==> config.mk <==
export PLATFORM = sky130hd
export DESIGN_NAME = fan_speed_deadband_controller_unit_flat
export DESIGN_NICKNAME = d
export VERILOG_FILES = /design/src/fsdc_pkg.sv /design/src/fsdc_req_if.sv /design/src/fsdc_rsp_if.sv /design/src/fan_speed_deadband_controller_unit.sv /design/src/fsdc_csr.sv /design/src/fsdc_core.sv /design/src/flat_wrapper.sv
export SDC_FILE = /design/constraint.sdc
export NUM_CORES = 1
export LEC_CHECK = 0
export ABC_AREA = 1
export ABC_CLOCK_PERIOD_IN_PS = 29900
export BUFFER_PORTS_ARGS = -buffer_cell sky130_fd_sc_hd__buf_2
export CORE_MARGIN = 4
export CORE_UTILIZATION = 60
export CTS_BUF_LIST = sky130_fd_sc_hd__clkbuf_8 sky130_fd_sc_hd__clkbuf_16
export DETAILED_ROUTE_END_ITERATION = 8
export PLACE_DENSITY = 0.87
export SETUP_SLACK_MARGIN = 0.05
export SYNTH_ARGS = -nofsm -noshare
export SYNTH_HDL_FRONTEND = slang
export SYNTH_SLANG_ARGS = --single-unit
==> constraint.sdc <==
create_clock -name clock -period 29.9 [get_ports clock]
set_clock_uncertainty 0.2 [all_clocks]
set_input_delay 1.495 -clock clock [delete_from_list [all_inputs] [get_ports clock]]
set_output_delay 1.495 -clock clock [all_outputs]
set_load 0.02 [all_outputs]
==> src/fsdc_pkg.sv <==
// Shared types and constants of the fan speed deadband controller.
// No dependencies; the csr, core, top level and testbench import this package.
package fsdc_pkg;

   localparam logic [7:0]        MAX_FAN_SPEED = 8'd50;
   localparam logic signed [7:0] PERSIST_TRIP  = 8'sd12;

   // floor(x/5) for x < 1024 is (x*205) >> 10
   localparam logic [7:0] DIV5_RECIP = 8'd205;
   localparam int         DIV5_SHIFT = 10;

   typedef enum logic {
      OP_TICK = 1'b0,
      OP_INIT = 1'b1
   } op_type;

   typedef enum logic [1:0] {
      REG_TARGET_TEMP  = 2'd0,
      REG_MIN_FAN      = 2'd1,
      REG_BOARD_SCALED = 2'd2,
      REG_REFRESH      = 2'd3
   } reg_index_type;

   typedef struct packed {
      logic [7:0] target_temp;
      logic [5:0] min_fan_speed;
      logic       board_scaled_mode;
      logic [5:0] refresh_period;
   } cfg_type;

   typedef struct packed {
      op_type     op;
      logic [7:0] proc_temp;
      logic [7:0] board_temp;
      logic [7:0] fan_sense;
   } req_type;

   typedef struct packed {
      logic       fan_write;
      logic [7:0] fan_speed;
      logic       evaluated;
   } rsp_type;

endpackage

==> src/fsdc_req_if.sv <==
// Input channel of the fan controller: valid/ready plus one sensor item.
// Depends on nothing.
interface fsdc_req_if;
   logic       valid;
   logic       ready;
   logic       op;
   logic [7:0] proc_temp;
   logic [7:0] board_temp;
   logic [7:0] fan_sense;

   modport source (output valid, op, proc_temp, board_temp, fan_sense, input ready);
   modport sink   (input valid, op, proc_temp, board_temp, fan_sense, output ready);
endinterface

==> src/fsdc_rsp_if.sv <==
// Result channel of the fan controller: valid/ready plus one result item.
// Depends on nothing.
interface fsdc_rsp_if;
   logic       valid;
   logic       ready;
   logic       fan_write;
   logic [7:0] fan_speed;
   logic       evaluated;

   modport source (output valid, fan_write, fan_speed, evaluated, input ready);
   modport sink   (input valid, fan_write, fan_speed, evaluated, output ready);
endinterface

==> src/fan_speed_deadband_controller_unit.sv <==
// Top level of the fan speed deadband controller: input register, core, result register.
// Depends on fsdc_pkg, fsdc_req_if, fsdc_rsp_if, fsdc_csr and fsdc_core.
//
// Usage:
//   req_ch carries one item per tick: op (tick or init), CPU and board
//   temperatures and the fan readback. rsp_ch returns exactly one result
//   item per input item, in order: fan_write, fan_speed, evaluated.
//   Both channels move an item when valid and ready are high at a clock edge.
//   An accepted item sits in the input register while the decision logic
//   updates the controller state; it moves into the result register, and
//   the controller state is written, once the result register is empty or
//   its item is being taken.
//   Throughput is one item per cycle while rsp_ch does not stall.
//   When rsp_ch stalls, the result register holds its item and the input
//   register can still take one more item; req_ch.ready then drops.
//   The csr_ port is APB-style, registers at byte addresses 0, 4, 8, 12;
//   writes are expected only while no item is in flight.
//   Synchronous reset empties both pipeline registers, clears the controller
//   state and loads the register defaults (target 55, minimum 10, unscaled,
//   period 50).
module fan_speed_deadband_controller_unit import fsdc_pkg::*; (
   input  logic        clock,
   input  logic        reset,
   fsdc_req_if.sink    req_ch,
   fsdc_rsp_if.source  rsp_ch,
   input  logic        csr_psel,
   input  logic        csr_penable,
   input  logic        csr_pwrite,
   input  logic [3:0]  csr_paddr,
   input  logic [31:0] csr_pwdata,
   output logic [31:0] csr_prdata,
   output logic        csr_pready
);

   cfg_type cfg;
   logic    in_valid_ff, in_valid_in;
   req_type in_item_ff, in_item_in;
   logic    out_valid_ff, out_valid_in;
   rsp_type out_item_ff, out_item_in;
   rsp_type core_result;
   logic    advance;
   logic    req_take;

   fsdc_csr u_csr (
      .clock       (clock),
      .reset       (reset),
      .csr_psel    (csr_psel),
      .csr_penable (csr_penable),
      .csr_pwrite  (csr_pwrite),
      .csr_paddr   (csr_paddr),
      .csr_pwdata  (csr_pwdata),
      .csr_prdata  (csr_prdata),
      .csr_pready  (csr_pready),
      .cfg         (cfg)
   );

   fsdc_core u_core (
      .clock  (clock),
      .reset  (reset),
      .cfg    (cfg),
      .item   (in_item_ff),
      .en     (advance),
      .result (core_result)
   );

   assign advance      = in_valid_ff && (!out_valid_ff || rsp_ch.ready);
   assign req_ch.ready = !in_valid_ff || advance;
   assign req_take     = req_ch.valid && req_ch.ready;

   always_comb begin
      in_item_in.op         = op_type'(req_ch.op);
      in_item_in.proc_temp  = req_ch.proc_temp;
      in_item_in.board_temp = req_ch.board_temp;
      in_item_in.fan_sense  = req_ch.fan_sense;
      if (req_take)     in_valid_in = 1'b1;
      else if (advance) in_valid_in = 1'b0;
      else              in_valid_in = in_valid_ff;
      if (advance)           out_valid_in = 1'b1;
      else if (rsp_ch.ready) out_valid_in = 1'b0;
      else                   out_valid_in = out_valid_ff;
      out_item_in = core_result;
   end

   always_ff @(posedge clock) begin
      if (reset) begin
         in_valid_ff  <= 1'b0;
         out_valid_ff <= 1'b0;
      end else begin
         in_valid_ff  <= in_valid_in;
         out_valid_ff <= out_valid_in;
      end
   end

   always_ff @(posedge clock) begin
      if (req_take) in_item_ff  <= in_item_in;
      if (advance)  out_item_ff <= out_item_in;
   end

   assign rsp_ch.valid     = out_valid_ff;
   assign rsp_ch.fan_write = out_item_ff.fan_write;
   assign rsp_ch.fan_speed = out_item_ff.fan_speed;
   assign rsp_ch.evaluated = out_item_ff.evaluated;

endmodule

==> src/fsdc_csr.sv <==
// APB-style configuration registers of the fan controller.
// Depends on fsdc_pkg.
module fsdc_csr import fsdc_pkg::*; (
   input  logic        clock,
   input  logic        reset,
   input  logic        csr_psel,
   input  logic        csr_penable,
   input  logic        csr_pwrite,
   input  logic [3:0]  csr_paddr,
   input  logic [31:0] csr_pwdata,
   output logic [31:0] csr_prdata,
   output logic        csr_pready,
   output cfg_type     cfg
);

   cfg_type       cfg_ff, cfg_in;
   reg_index_type idx;
   logic          wr_en;

   assign idx        = reg_index_type'(csr_paddr[3:2]);
   assign wr_en      = csr_psel && csr_penable && csr_pwrite;
   assign csr_pready = 1'b1;
   assign cfg        = cfg_ff;

   always_comb begin
      cfg_in = cfg_ff;
      if (wr_en) begin
         case (idx)
            REG_TARGET_TEMP:  cfg_in.target_temp       = csr_pwdata[7:0];
            REG_MIN_FAN:      cfg_in.min_fan_speed     = csr_pwdata[5:0];
            REG_BOARD_SCALED: cfg_in.board_scaled_mode = csr_pwdata[0];
            REG_REFRESH:      cfg_in.refresh_period    = csr_pwdata[5:0];
            default:          cfg_in = cfg_ff;
         endcase
      end
   end

   always_comb begin
      case (idx)
         REG_TARGET_TEMP:  csr_prdata = {24'd0, cfg_ff.target_temp};
         REG_MIN_FAN:      csr_prdata = {26'd0, cfg_ff.min_fan_speed};
         REG_BOARD_SCALED: csr_prdata = {31'd0, cfg_ff.board_scaled_mode};
         REG_REFRESH:      csr_prdata = {26'd0, cfg_ff.refresh_period};
         default:          csr_prdata = 32'd0;
      endcase
   end

   always_ff @(posedge clock) begin
      if (reset) begin
         cfg_ff.target_temp       <= 8'd55;
         cfg_ff.min_fan_speed     <= 6'd10;
         cfg_ff.board_scaled_mode <= 1'b0;
         cfg_ff.refresh_period    <= 6'd50;
      end else begin
         cfg_ff <= cfg_in;
      end
   end

endmodule

==> src/fsdc_core.sv <==
// Controller state and the single-pass decision logic for one item.
// Depends on fsdc_pkg.
module fsdc_core import fsdc_pkg::*; (
   input  logic    clock,
   input  logic    reset,
   input  cfg_type cfg,
   input  req_type item,
   input  logic    en,
   output rsp_type result
);

   logic [5:0]        tick_count_ff, tick_count_in;
   logic [7:0]        prev_temp_ff, prev_temp_in;
   logic [7:0]        current_fan_ff, current_fan_in;
   logic signed [7:0] hot_persist_ff, hot_persist_in;
   logic signed [7:0] cold_persist_ff, cold_persist_in;

   logic [17:0]       board_prod;
   logic [7:0]        board_eff;
   logic [7:0]        temp;
   logic              eval;
   logic signed [7:0] hot_upd, cold_upd;
   logic signed [9:0] calc, calc_lo, calc_clamped;
   logic [7:0]        new_fan;
   logic              fan_write;

   // board * 4/5, truncated
   assign board_prod = 18'({item.board_temp, 2'b00}) * 18'(DIV5_RECIP);
   assign board_eff  = cfg.board_scaled_mode ? board_prod[DIV5_SHIFT +: 8] : item.board_temp;
   assign temp       = (item.proc_temp > board_eff) ? item.proc_temp : board_eff;
   assign eval       = (item.op == OP_TICK) && (tick_count_ff == cfg.refresh_period);

   always_comb begin
      hot_upd  = hot_persist_ff;
      cold_upd = cold_persist_ff;
      calc     = signed'({2'b00, current_fan_ff});
      if (temp == cfg.target_temp) begin
         hot_upd  = 8'sd0;
         cold_upd = 8'sd0;
         if (temp > prev_temp_ff)      calc = calc + 10'sd1;
         else if (temp < prev_temp_ff) calc = calc - 10'sd1;
      end else if (temp < cfg.target_temp) begin
         if (temp == prev_temp_ff) begin
            if (cold_persist_ff != 8'sd127) cold_upd = cold_persist_ff + 8'sd1;
         end else if (temp > prev_temp_ff) begin
            if (cold_persist_ff != -8'sd128) cold_upd = cold_persist_ff - 8'sd1;
         end
         if ((temp < prev_temp_ff) || (cold_upd == PERSIST_TRIP)) begin
            calc     = calc - 10'sd1;
            cold_upd = 8'sd0;
         end
      end else begin
         if (temp == prev_temp_ff) begin
            if (hot_persist_ff != 8'sd127) hot_upd = hot_persist_ff + 8'sd1;
         end else if (temp < prev_temp_ff) begin
            if (hot_persist_ff != -8'sd128) hot_upd = hot_persist_ff - 8'sd1;
         end
         if ((temp > prev_temp_ff) || (hot_upd == PERSIST_TRIP)) begin
            calc    = calc + 10'sd1;
            hot_upd = 8'sd0;
         end
      end
   end

   // minimum first, then maximum wins when the two cross
   assign calc_lo      = (calc < signed'({4'b0000, cfg.min_fan_speed}))
                         ? signed'({4'b0000, cfg.min_fan_speed}) : calc;
   assign calc_clamped = (calc_lo > signed'({2'b00, MAX_FAN_SPEED}))
                         ? signed'({2'b00, MAX_FAN_SPEED}) : calc_lo;
   assign new_fan      = calc_clamped[7:0];
   assign fan_write    = eval && (new_fan != current_fan_ff);

   always_comb begin
      tick_count_in   = tick_count_ff;
      prev_temp_in    = prev_temp_ff;
      current_fan_in  = current_fan_ff;
      hot_persist_in  = hot_persist_ff;
      cold_persist_in = cold_persist_ff;
      if (item.op == OP_INIT) begin
         current_fan_in = item.fan_sense;
         prev_temp_in   = temp;
      end else if (!eval) begin
         tick_count_in = tick_count_ff + 6'd1;
      end else begin
         tick_count_in   = 6'd0;
         prev_temp_in    = temp;
         current_fan_in  = new_fan;
         hot_persist_in  = hot_upd;
         cold_persist_in = cold_upd;
      end
   end

   assign result.fan_write = fan_write;
   assign result.fan_speed = current_fan_in;
   assign result.evaluated = eval;

   always_ff @(posedge clock) begin
      if (reset) begin
         tick_count_ff   <= 6'd0;
         prev_temp_ff    <= 8'd0;
         current_fan_ff  <= 8'd0;
         hot_persist_ff  <= 8'sd0;
         cold_persist_ff <= 8'sd0;
      end else if (en) begin
         tick_count_ff   <= tick_count_in;
         prev_temp_ff    <= prev_temp_in;
         current_fan_ff  <= current_fan_in;
         hot_persist_ff  <= hot_persist_in;
         cold_persist_ff <= cold_persist_in;
      end
   end

`ifndef SYNTHESIS
   a_write_needs_eval: assert property (@(posedge clock) disable iff (reset)
      result.fan_write |-> result.evaluated)
      else $error("fan write flagged without an evaluation");

   a_eval_clears_tick: assert property (@(posedge clock) disable iff (reset)
      (en && eval) |=> (tick_count_ff == 6'd0))
      else $error("tick counter not cleared after evaluation");

   a_eval_bounds_fan: assert property (@(posedge clock) disable iff (reset)
      (en && eval) |=> (current_fan_ff <= MAX_FAN_SPEED))
      else $error("evaluated fan speed above maximum");

   a_init_loads_fan: assert property (@(posedge clock) disable iff (reset)
      (en && (item.op == OP_INIT)) |=> (current_fan_ff == $past(item.fan_sense)))
      else $error("init item did not load fan readback");
`endif

endmodule

==> src/flat_wrapper.sv <==
// flat-port wrapper written by rule: the top's interface ports become plain ports
module fan_speed_deadband_controller_unit_flat import fsdc_pkg::*;
  (clock, reset, csr_psel, csr_penable, csr_pwrite, csr_paddr, csr_pwdata, csr_prdata, csr_pready, req_ch_valid, req_ch_op, req_ch_proc_temp, req_ch_board_temp, req_ch_fan_sense, req_ch_ready, rsp_ch_valid, rsp_ch_fan_write, rsp_ch_fan_speed, rsp_ch_evaluated, rsp_ch_ready);
  fsdc_req_if req_ch_i ();
  fsdc_rsp_if rsp_ch_i ();
  input  logic clock;
  input  logic reset;
  input  logic csr_psel;
  input  logic csr_penable;
  input  logic csr_pwrite;
  input  logic [3:0] csr_paddr;
  input  logic [31:0] csr_pwdata;
  output logic [31:0] csr_prdata;
  output logic csr_pready;
  input wire logic [$bits(req_ch_i.valid)-1:0] req_ch_valid;
  input wire logic [$bits(req_ch_i.op)-1:0] req_ch_op;
  input wire logic [$bits(req_ch_i.proc_temp)-1:0] req_ch_proc_temp;
  input wire logic [$bits(req_ch_i.board_temp)-1:0] req_ch_board_temp;
  input wire logic [$bits(req_ch_i.fan_sense)-1:0] req_ch_fan_sense;
  output wire logic [$bits(req_ch_i.ready)-1:0] req_ch_ready;
  output wire logic [$bits(rsp_ch_i.valid)-1:0] rsp_ch_valid;
  output wire logic [$bits(rsp_ch_i.fan_write)-1:0] rsp_ch_fan_write;
  output wire logic [$bits(rsp_ch_i.fan_speed)-1:0] rsp_ch_fan_speed;
  output wire logic [$bits(rsp_ch_i.evaluated)-1:0] rsp_ch_evaluated;
  input wire logic [$bits(rsp_ch_i.ready)-1:0] rsp_ch_ready;
  assign req_ch_i.valid = req_ch_valid;
  assign req_ch_i.op = req_ch_op;
  assign req_ch_i.proc_temp = req_ch_proc_temp;
  assign req_ch_i.board_temp = req_ch_board_temp;
  assign req_ch_i.fan_sense = req_ch_fan_sense;
  assign req_ch_ready = req_ch_i.ready;
  assign rsp_ch_valid = rsp_ch_i.valid;
  assign rsp_ch_fan_write = rsp_ch_i.fan_write;
  assign rsp_ch_fan_speed = rsp_ch_i.fan_speed;
  assign rsp_ch_evaluated = rsp_ch_i.evaluated;
  assign rsp_ch_i.ready = rsp_ch_ready;
  fan_speed_deadband_controller_unit u_core (.clock(clock), .reset(reset), .req_ch(req_ch_i), .rsp_ch(rsp_ch_i), .csr_psel(csr_psel), .csr_penable(csr_penable), .csr_pwrite(csr_pwrite), .csr_paddr(csr_paddr), .csr_pwdata(csr_pwdata), .csr_prdata(csr_prdata), .csr_pready(csr_pready));
endmodule
# Yosys cells after proc, flatten, opt, wreduce, memory -nomap -nowiden
# Cells that the tools add are included.
[op_classes]
n_addsub = 7
multipliers = 1
div_mod_pow = 0
order_cmp = 6
eq_ne = 14
shifts = 0
mux = 38
bitwise_logic = 1
reduce_logical = 25
[op_table]
columns = ["cell", "count"]
rows = [
  ["8-bit two-way mux", 25],
  ["32-bit case mux with 4 select lines", 1],
  ["10-bit two-way mux", 6],
  ["8-bit inequality test (second input constant)", 4],
  ["8-bit by 2-bit adder with 8-bit output (second input constant)", 2],
  ["8-bit by 5-bit == test with 1-bit output (second input constant)", 2],
  ["8-bit == test", 2],
  ["8-bit greater-than comparator", 2],
  ["8-bit < comparator", 2],
  ["8-bit by 8-bit multiplier with 16-bit output (second input constant)", 1],
  ["8-bit by 2-bit subtractor with 8-bit output (second input constant)", 2],
  ["2-bit AND reduction", 6],
  ["10-bit by 7-bit greater-than comparator with 1-bit output (second input constant)", 1],
  ["10-bit by 7-bit < comparator with 1-bit output", 1],
  ["8-bit by 1-bit adder with 9-bit output (second input constant)", 1],
  ["9-bit two-way mux", 1],
  ["8-bit by 1-bit subtractor with 9-bit output (second input constant)", 1],
  ["8-bit inequality test", 1],
  ["4-bit AND reduction", 2],
  ["2-bit nonzero test", 4],
  ["6-bit by 1-bit adder with 6-bit output (second input constant)", 1],
  ["6-bit == test", 1],
  ["1-bit logical AND", 6],
  ["6-bit two-way mux", 1],
  ["other kinds (8)", 16],
]
[totals]
reg_bits = 96
latchBits = 0
ramBits = 0
mem_bits_ro = 0
input_bits = 68
mem_count = 0

# Logic depth before layout (Yosys ltp)
# Gate-level depths: netlist of run 1.
[logic_depth]
ltp_word = 20
ltp_mapped = 80

# Cells and area by module
# From an unflattened synthesis of run 1, not the netlist that was laid out.
[unflattened]
cells_unflattened = 1242
hier_area_um2 = 8539.4
[modules_own_cells]
columns = ["module", "instances", "cells_per_inst", "area_each_um2", "seq_area_each_um2"]
rows = [
  ["fsdc_core", 1, 1013, 6203.4, 760.7],
  ["fsdc_csr", 1, 182, 1193.6, 420.4],
  ["fan_speed_deadband_controller_unit", 1, 47, 1142.3, 1091.0],
]

# Least setup slack after synthesis of run 1
# No wires, ideal clock.
[synth_path]
path_type = "reg2reg"
start = "register u_core.in_item_ff[12] (netlist bit)"
end = "register u_core.out_item_ff (netlist bit u_core.rsp_ch.fan_write), data pin"
setup_ns = 0.259
arrival_time_ns = 9.836
required_time_ns = 29.441
setup_slack_ns = 19.605
path_stages_with_launch = 75
path_buffers = 4
period_less_slack_ns = 10.295
path_cell_list = "edfxtp_1 ha_1 ha_1 inv_1 fa_1 fa_1 inv_1 ha_1 a21oi_1 nand2_1 nand2_1 nand2_1 nand2_1 nand2_1 nand2_1 inv_1 or2_2 a21oi_1 [39 not listed] ha_1 clkbuf_1 clkinv_1 nand4_1 nand2_1 inv_1 nand2_1 nor2_2 nand2_2 nand3_4 buf_6 nand2_2 nand2_1 nand2_1 nor2_1 nand2_1 nor2_1 nor2_1"
[synth_rtl]
columns = ["element", "line", "source"]
rows = [
  ["start, declared", "fan_speed_deadband_controller_unit.sv:37", "req_type in_item_ff, in_item_in;"],
  ["start signal, assigned", "fan_speed_deadband_controller_unit.sv:95", "if (req_take) in_item_ff <= in_item_in;"],
  ["end signal, assigned", "fan_speed_deadband_controller_unit.sv:96", "if (advance) out_item_ff <= out_item_in;"],
  ["end, declared", "fan_speed_deadband_controller_unit.sv:39", "rsp_type out_item_ff, out_item_in;"],
]

==> results.toml, run 1 <==
[synthesis]
synth_edf_count = 35
synthArstFlopShare_pct = 0
yosysMostFrequentCell = "nand2_1"
synth_ff_type = "dfxtp_1"
netlist_area_um2 = 8342
syn_area_per_cell_um2 = 7.016
synth_top_area_cell = "dfxtp_1"
synthTopCellsByArea = "dfxtp_1 (15%), nand2_1 (14%), edfxtp_1 (13%)"
ys_ff_latch = 96
yosysSeqAreaShare_pct = 27.24
synth_top_cell_area_share_pct = 14.64
synth_common_cells = "nand2_1 (301), inv_1 (152), nand3_1 (110)"
syn_inst = 1189
ys_types = 51
yosysWarnings = 0

[final_layout]
drive_gt1_share_pct = 10.52
syn_to_final_growth_pct = 6.120
fin_nets = 1381
diodes = 0

[route]
routed-via-count = 7880
wl_mm = 19.38
ant_nets = 0
firstDrtPassIters = 6
drc = 0
via_per_inst = 5.621
drt_iter0_drc = 634
wl_per_cell_um = 13.82

[timing]
whs_ps = 270.4
period_needed_ps = 12360
maxSlewHeadroom_pct = 31.06
grt_setup_unrepaired = "no"
fmax_mhz = 80.89
setup_viol = 0
worst_pin_slew_ps = 1033
min_period_over_period_pct = 41.35
tns_ps = 0
slew_violations = 0
hold_viol_final = 0

[place]
hpwlAfterDp_mm = 14.55
finalWeightedCongestion = 0.9394
io_buffers = 61

[critical_path]
worst-path-max-fanout = 31
cp.arrival_ps = 12260
cp.depth = 70
max_stage_delay_ps = 550
cp-start-kind = "flop"
crit_required_ps = 29800
path_buf_inv = 10
critical-path-top-delay-family = "simple AND/OR/NAND/NOR gates"
end_kind = "flop"
rr_worst_depth = 70
cp_slowest_cell = "fa_1"
crit_type = "flop to flop"
path_common_cell = "nand2_1"

[clock_tree]
cts_resized = 0
cts_buffer_depth = 2
cts.sinks = 96
clk_pin_slew_worst_paths_ps = 60
cts_setup_buffers = 0
cts_inserted_buffers = 9
htree_levels = 3
cts-root-buf = "clkbuf_16"
clk_latency_ps = 350
hold_buffers = 0
cts_tree = "done"

[die]
rows = 42
start_util_pct = 62.01
ios = 113
die_h_um = 125.9
die_area_um2 = 15850
fp.dieW_um = 125.9
core_area_um2 = 13450

[worst_hold_path]
whs_path_depth = 2
min_path_type = "flop to flop"

[global_routing]
grt_max_degree = 37
grt_pass1_wl_mm = 32.80
overflow = 0
antenna_found_initial = 0
grt_use_total_pct = 24.45
grt_pass1_vias = 7203

[power]
p_per_area_nw_per_um2 = 52.01
leakagePower_nw = 4.411
vdd_ir_drop_max_uv = 46.95
finalPower_mw = 0.4604

[run]
drv_cap = 0

[status]
status = "finished, final reports clean"
final cells by class:
class,instances,area (µm²)
sequential,96,2272
timing repair buffer,61,305.3
multi-input combinational,890,5155
tap,176,220.2
inverter,163,611.8
clock buffer,9,225.2
clock inverter,7,62.56
fill,1185,4601
per-stage QoR:
| step | instances | utilization [%] | worst slack, ps | instance area [µm²] |
|---|---|---|---|---|
| global route | 1402 | 65.80 | 16540 | 8852 |
| floorplan | 1212 | - | 19610 | 8428 |
| CTS | 1402 | 65.80 | 17690 | 8852 |
| global placement | 1386 | 63.66 | 18130 | 8564 |
| finish | 1402 | 65.80 | 17540 | 8852 |
| detailed placement | 1386 | 63.66 | 17920 | 8564 |
worst paths after layout:
| path | to | slack [ps] | start |
|---|---|---|---|
| setup / recovery | u_core.rsp_ch.fan_write | 17540 | u_core.in_item_ff[12] |
| hold / removal | u_core.u_core.prev_temp_ff[1] | 270 | u_core.u_core.prev_temp_ff[1] |
| setup reg to reg | u_core.rsp_ch.fan_write | 17540 | u_core.in_item_ff[12] |
| hold reg to reg | u_core.u_core.prev_temp_ff[1] | 270 | u_core.u_core.prev_temp_ff[1] |
worst register-to-register path, delay by kind of cell, from the launching register on:
family	cells	cell delay, ps
AND/OR/NAND/NOR	40	4800
buffers and inverters	10	1400
AO/OA/AOI/OAI	11	1860
flip-flops	1	500
adder cells (fa/ha/maj)	9	3300
cell families after synthesis:
| family | share of synthesized area, % |
|---|---|
| other | 0.09003 |
| and+or+nand+nor | 30.73 |
| buffers and inverters | 12.00 |
| DFF | 27.24 |
| xor gates and xnor gates | 3.255 |
| AOI/OAI and AO/OA | 11.98 |
| adders and majority gates | 14.70 |
layer usage:
layer / share of wire (%) / GRT usage [%] / vias to the layer above
met5: 0 / 0 / -
li1: - / - / 3924
met2: 48 / 40.59 / 333
met3: 7.8 / 3.302 / 43
met1: 42 / 33.14 / 3580
met4: 2.2 / 7.886 / 0
power by group:
| part | internal, mW | switching, mW | leakage, nW |
|---|---|---|---|
| clock | 0.0641 | 0.0488 | 0.142 |
| combinational | 0.0693 | 0.133 | 3.43 |
| sequential | 0.141 | 0.00427 | 0.835 |
| total | 0.274 | 0.187 | 4.41 |
state kept, by name, summed over array words and instances (netlist names):
register,cells
u_core.in_item_ff,25
u_core.in_valid_ff,1
u_core.rsp_ch.evaluated,1
u_core.rsp_ch.fan_speed,8
u_core.rsp_ch.fan_write,1
u_core.rsp_ch.valid,1
u_core.u_core.cold_persist_ff,8
u_core.u_core.current_fan_ff,8
u_core.u_core.hot_persist_ff,8
u_core.u_core.prev_temp_ff,8
u_core.u_core.tick_count_ff,6
u_core.u_csr.cfg,21
cell usage in the layout (no fill, tap or decap), types with 4 or more instances in the layout:
cell type	Yosys	final
nand2_1	301	301
inv_1	152	153
nand3_1	110	110
nor2_1	84	84
ha_1	82	82
a21oi_1	64	64
buf_2	8	61
dfxtp_1	61	61
o21ai_0	52	52
edfxtp_1	35	35
conb_1	2	25
xor2_1	23	23
nand4_1	18	18
o211ai_1	12	12
nand2_2	11	11
fa_1	10	10
o22ai_1	9	9
o21ai_1	9	9
nor3_1	9	9
clkbuf_16	0	9
xnor2_1	8	8
inv_2	7	7
nor2_2	7	7
or2_2	6	6
clkinv_1	4	6
nor4_1	6	6
nand2_4	5	5
a21oi_2	5	5
o221ai_1	5	5
o21bai_1	4	4
Note: power is estimated with default switching activity, not from simulation.
==> run 2: changes to the inputs <==
- ABC_CLOCK_PERIOD_IN_PS: 29900 -> 11990
- CORE_UTILIZATION: 60 -> 59
- PLACE_DENSITY: 0.87 -> 0.85
- clock period: 29.9 -> 11.99 ns (I/O delays scaled with it)
==> run 2 against run 1 <==
  * Register-to-register slack got worse by 17000 ps
  * Worst setup slack got worse by 17000 ps
  * Clock power increased to 2.6 times the previous value
  * Final cell count increased by 2.6%
  * Fmax increased by 9.3%
  * Via count increased by 2.7%
  * Final area increased by 4.1%
  * Hold slack got worse by 54 ps
  * Largest power group unchanged
==> results.toml, run 2 (synthesis results as in run 1) <==
[global_routing]
grt_pass1_wl_mm = 32.47
grt_use_total_pct = 24.25
grt_max_degree = 37
grt_pass1_vias = 7142
antenna_found_initial = 0
overflow = 0

[critical_path]
max_stage_delay_ps = 550
cp_slowest_cell = "fa_1"
path_buf_inv = 10
worst-path-max-fanout = 10
crit_type = "flop to flop"
crit_required_ps = 11890
critical-path-top-delay-family = "simple AND/OR/NAND/NOR gates"
path_common_cell = "nand2_1"
end_kind = "flop"
cp-start-kind = "flop"
cp.arrival_ps = 11220

[clock_tree]
cts_tree = "done"
cts_buffer_depth = 2
clk_latency_ps = 360
clk_pin_slew_worst_paths_ps = 70
cts-root-buf = "clkbuf_16"
htree_levels = 3
hold_buffers = 0
cts_inserted_buffers = 9
cts.sinks = 96

[timing]
worst_pin_slew_ps = 1100
slew_violations = 0
maxSlewHeadroom_pct = 26.58
fmax_mhz = 88.39
hold_viol_final = 0
period_needed_ps = 11310
tns_ps = 0
setup_viol = 0
whs_ps = 216.2
min_period_over_period_pct = 94.35

[worst_hold_path]
min_path_type = "input pin to flop"

[place]
hpwlAfterDp_mm = 14.70
io_buffers = 61
finalWeightedCongestion = 0.9516

[final_layout]
diodes = 0
largest_reg_flops = 25
fin_nets = 1413
regMostFlops = "u_core.in_item_ff"
drive_gt1_share_pct = 14.07
syn_to_final_growth_pct = 10.47
n_fill_cell = 1142
final_common_cell = "nand2_1"
mostFrequentLayoutCells = "nand2_1 (299), inv_1 (151), nand3_1 (108)"

[power]
internal_power_mw = 0.7276
pwr-share-seq_pct = 29.4
power.share.clock_pct = 24.1
p_switching_mw = 0.5032
leakagePower_nw = 4.580
vdd_ir_drop_max_uv = 147.2
switching_share_pct = 40.88
power_frac_comb_pct = 46.5
finalPower_mw = 1.231
p_per_area_nw_per_um2 = 133.6

[die]
ios = 113
fp.dieW_um = 126.9
start_util_pct = 60.10
core_area_um2 = 13880
die_h_um = 126.9
rows = 43
die_area_um2 = 16100

[run]
drv_cap = 0

[route]
routed.top_layer = "met4"
drt_iter0_drc = 700
wl_per_cell_um = 14.30
wl_met1_mm = 8.611
wl_mm = 20.57
dr_wl_met2_mm = 9.449
ant_nets = 0
routed-via-count = 8096
via_per_inst = 5.630
firstDrtPassIters = 7
drc = 0
wl_met3_mm = 1.812

[status]
status = "finished, final reports clean"
run 2: cell types whose count changed in the layout (fill, tap and decap cells not counted), sizes merged:
cell	before	now
buf	61	88
clkbuf	9	11
clkinv	7	5
clkinvlp	1	5
inv	161	159
nand2	319	320
nand3	112	113
nand4	20	21
run 2: power groups by stage:
stage / sequential, mW / clock, mW / combinational [mW]
5_1_grt: 0.362 / 0.313 / 0.639
3_5_place_dp: 0.368 / 0 / 0.499
3_3_place_gp: 0.368 / 0 / 0.480
6_report: 0.361 / 0.297 / 0.572
2_1_floorplan: 0.365 / 0 / 0.415
4_1_cts: 0.361 / 0.301 / 0.502
run 2: metrics by stage:
| stage | util, % | setup WS [ps] | cell area [µm²] | instances |
|---|---|---|---|---|
| floorplan | - | 1695 | 8428 | 1212 |
| global placement | 62.01 | 502.2 | 8607 | 1395 |
| detailed placement | 62.01 | 229.3 | 8607 | 1395 |
| CTS | 64.21 | 168.0 | 8914 | 1411 |
| global route | 66.39 | -126.7 | 9215 | 1438 |
| finish | 66.39 | 677.1 | 9215 | 1438 |
run 2: path summary, 6_finish.rpt:
| path | start | end | slack (ps) | cells past startpoint |
|---|---|---|---|---|
| worst max-delay path | u_core.in_item_ff[12] | u_core.rsp_ch.fan_write | 680 | 72 |
| worst max register to register | u_core.in_item_ff[12] | u_core.rsp_ch.fan_write | 680 | 72 |
| worst min register to register | u_core.u_core.prev_temp_ff[1] | u_core.u_core.prev_temp_ff[1] | 300 | 2 |
| worst min-delay path | req_ch_board_temp[7] | u_core.in_item_ff[15] | 220 | 1 |
run 2: what timing repair did:
item,4_1_cts,5_1_grt
gates resized for setup,0,25
setup endpoints to repair,0,17
buffers inserted,0,22
run 2: cell type report:
cell class                 instances  area, µm²  area share [%]
multi-input combinational        893       5251           56.99
clock buffer                      11      252.7           2.743
timing repair buffer              88      524.3           5.689
tap                              180      225.2           2.444
clock inverter                     5      53.80          0.5838
inverter                         163      623.1           6.762
sequential                        96       2272           24.66
timing repair inverter             2      12.51          0.1358
run 2: metal layers:
layer  global-route usage, %  vias up
met2                   39.26      383
met3                   3.621       60
met5                       0        -
met4                   9.968        0
li1                        -     3983
met1                   32.55     3670
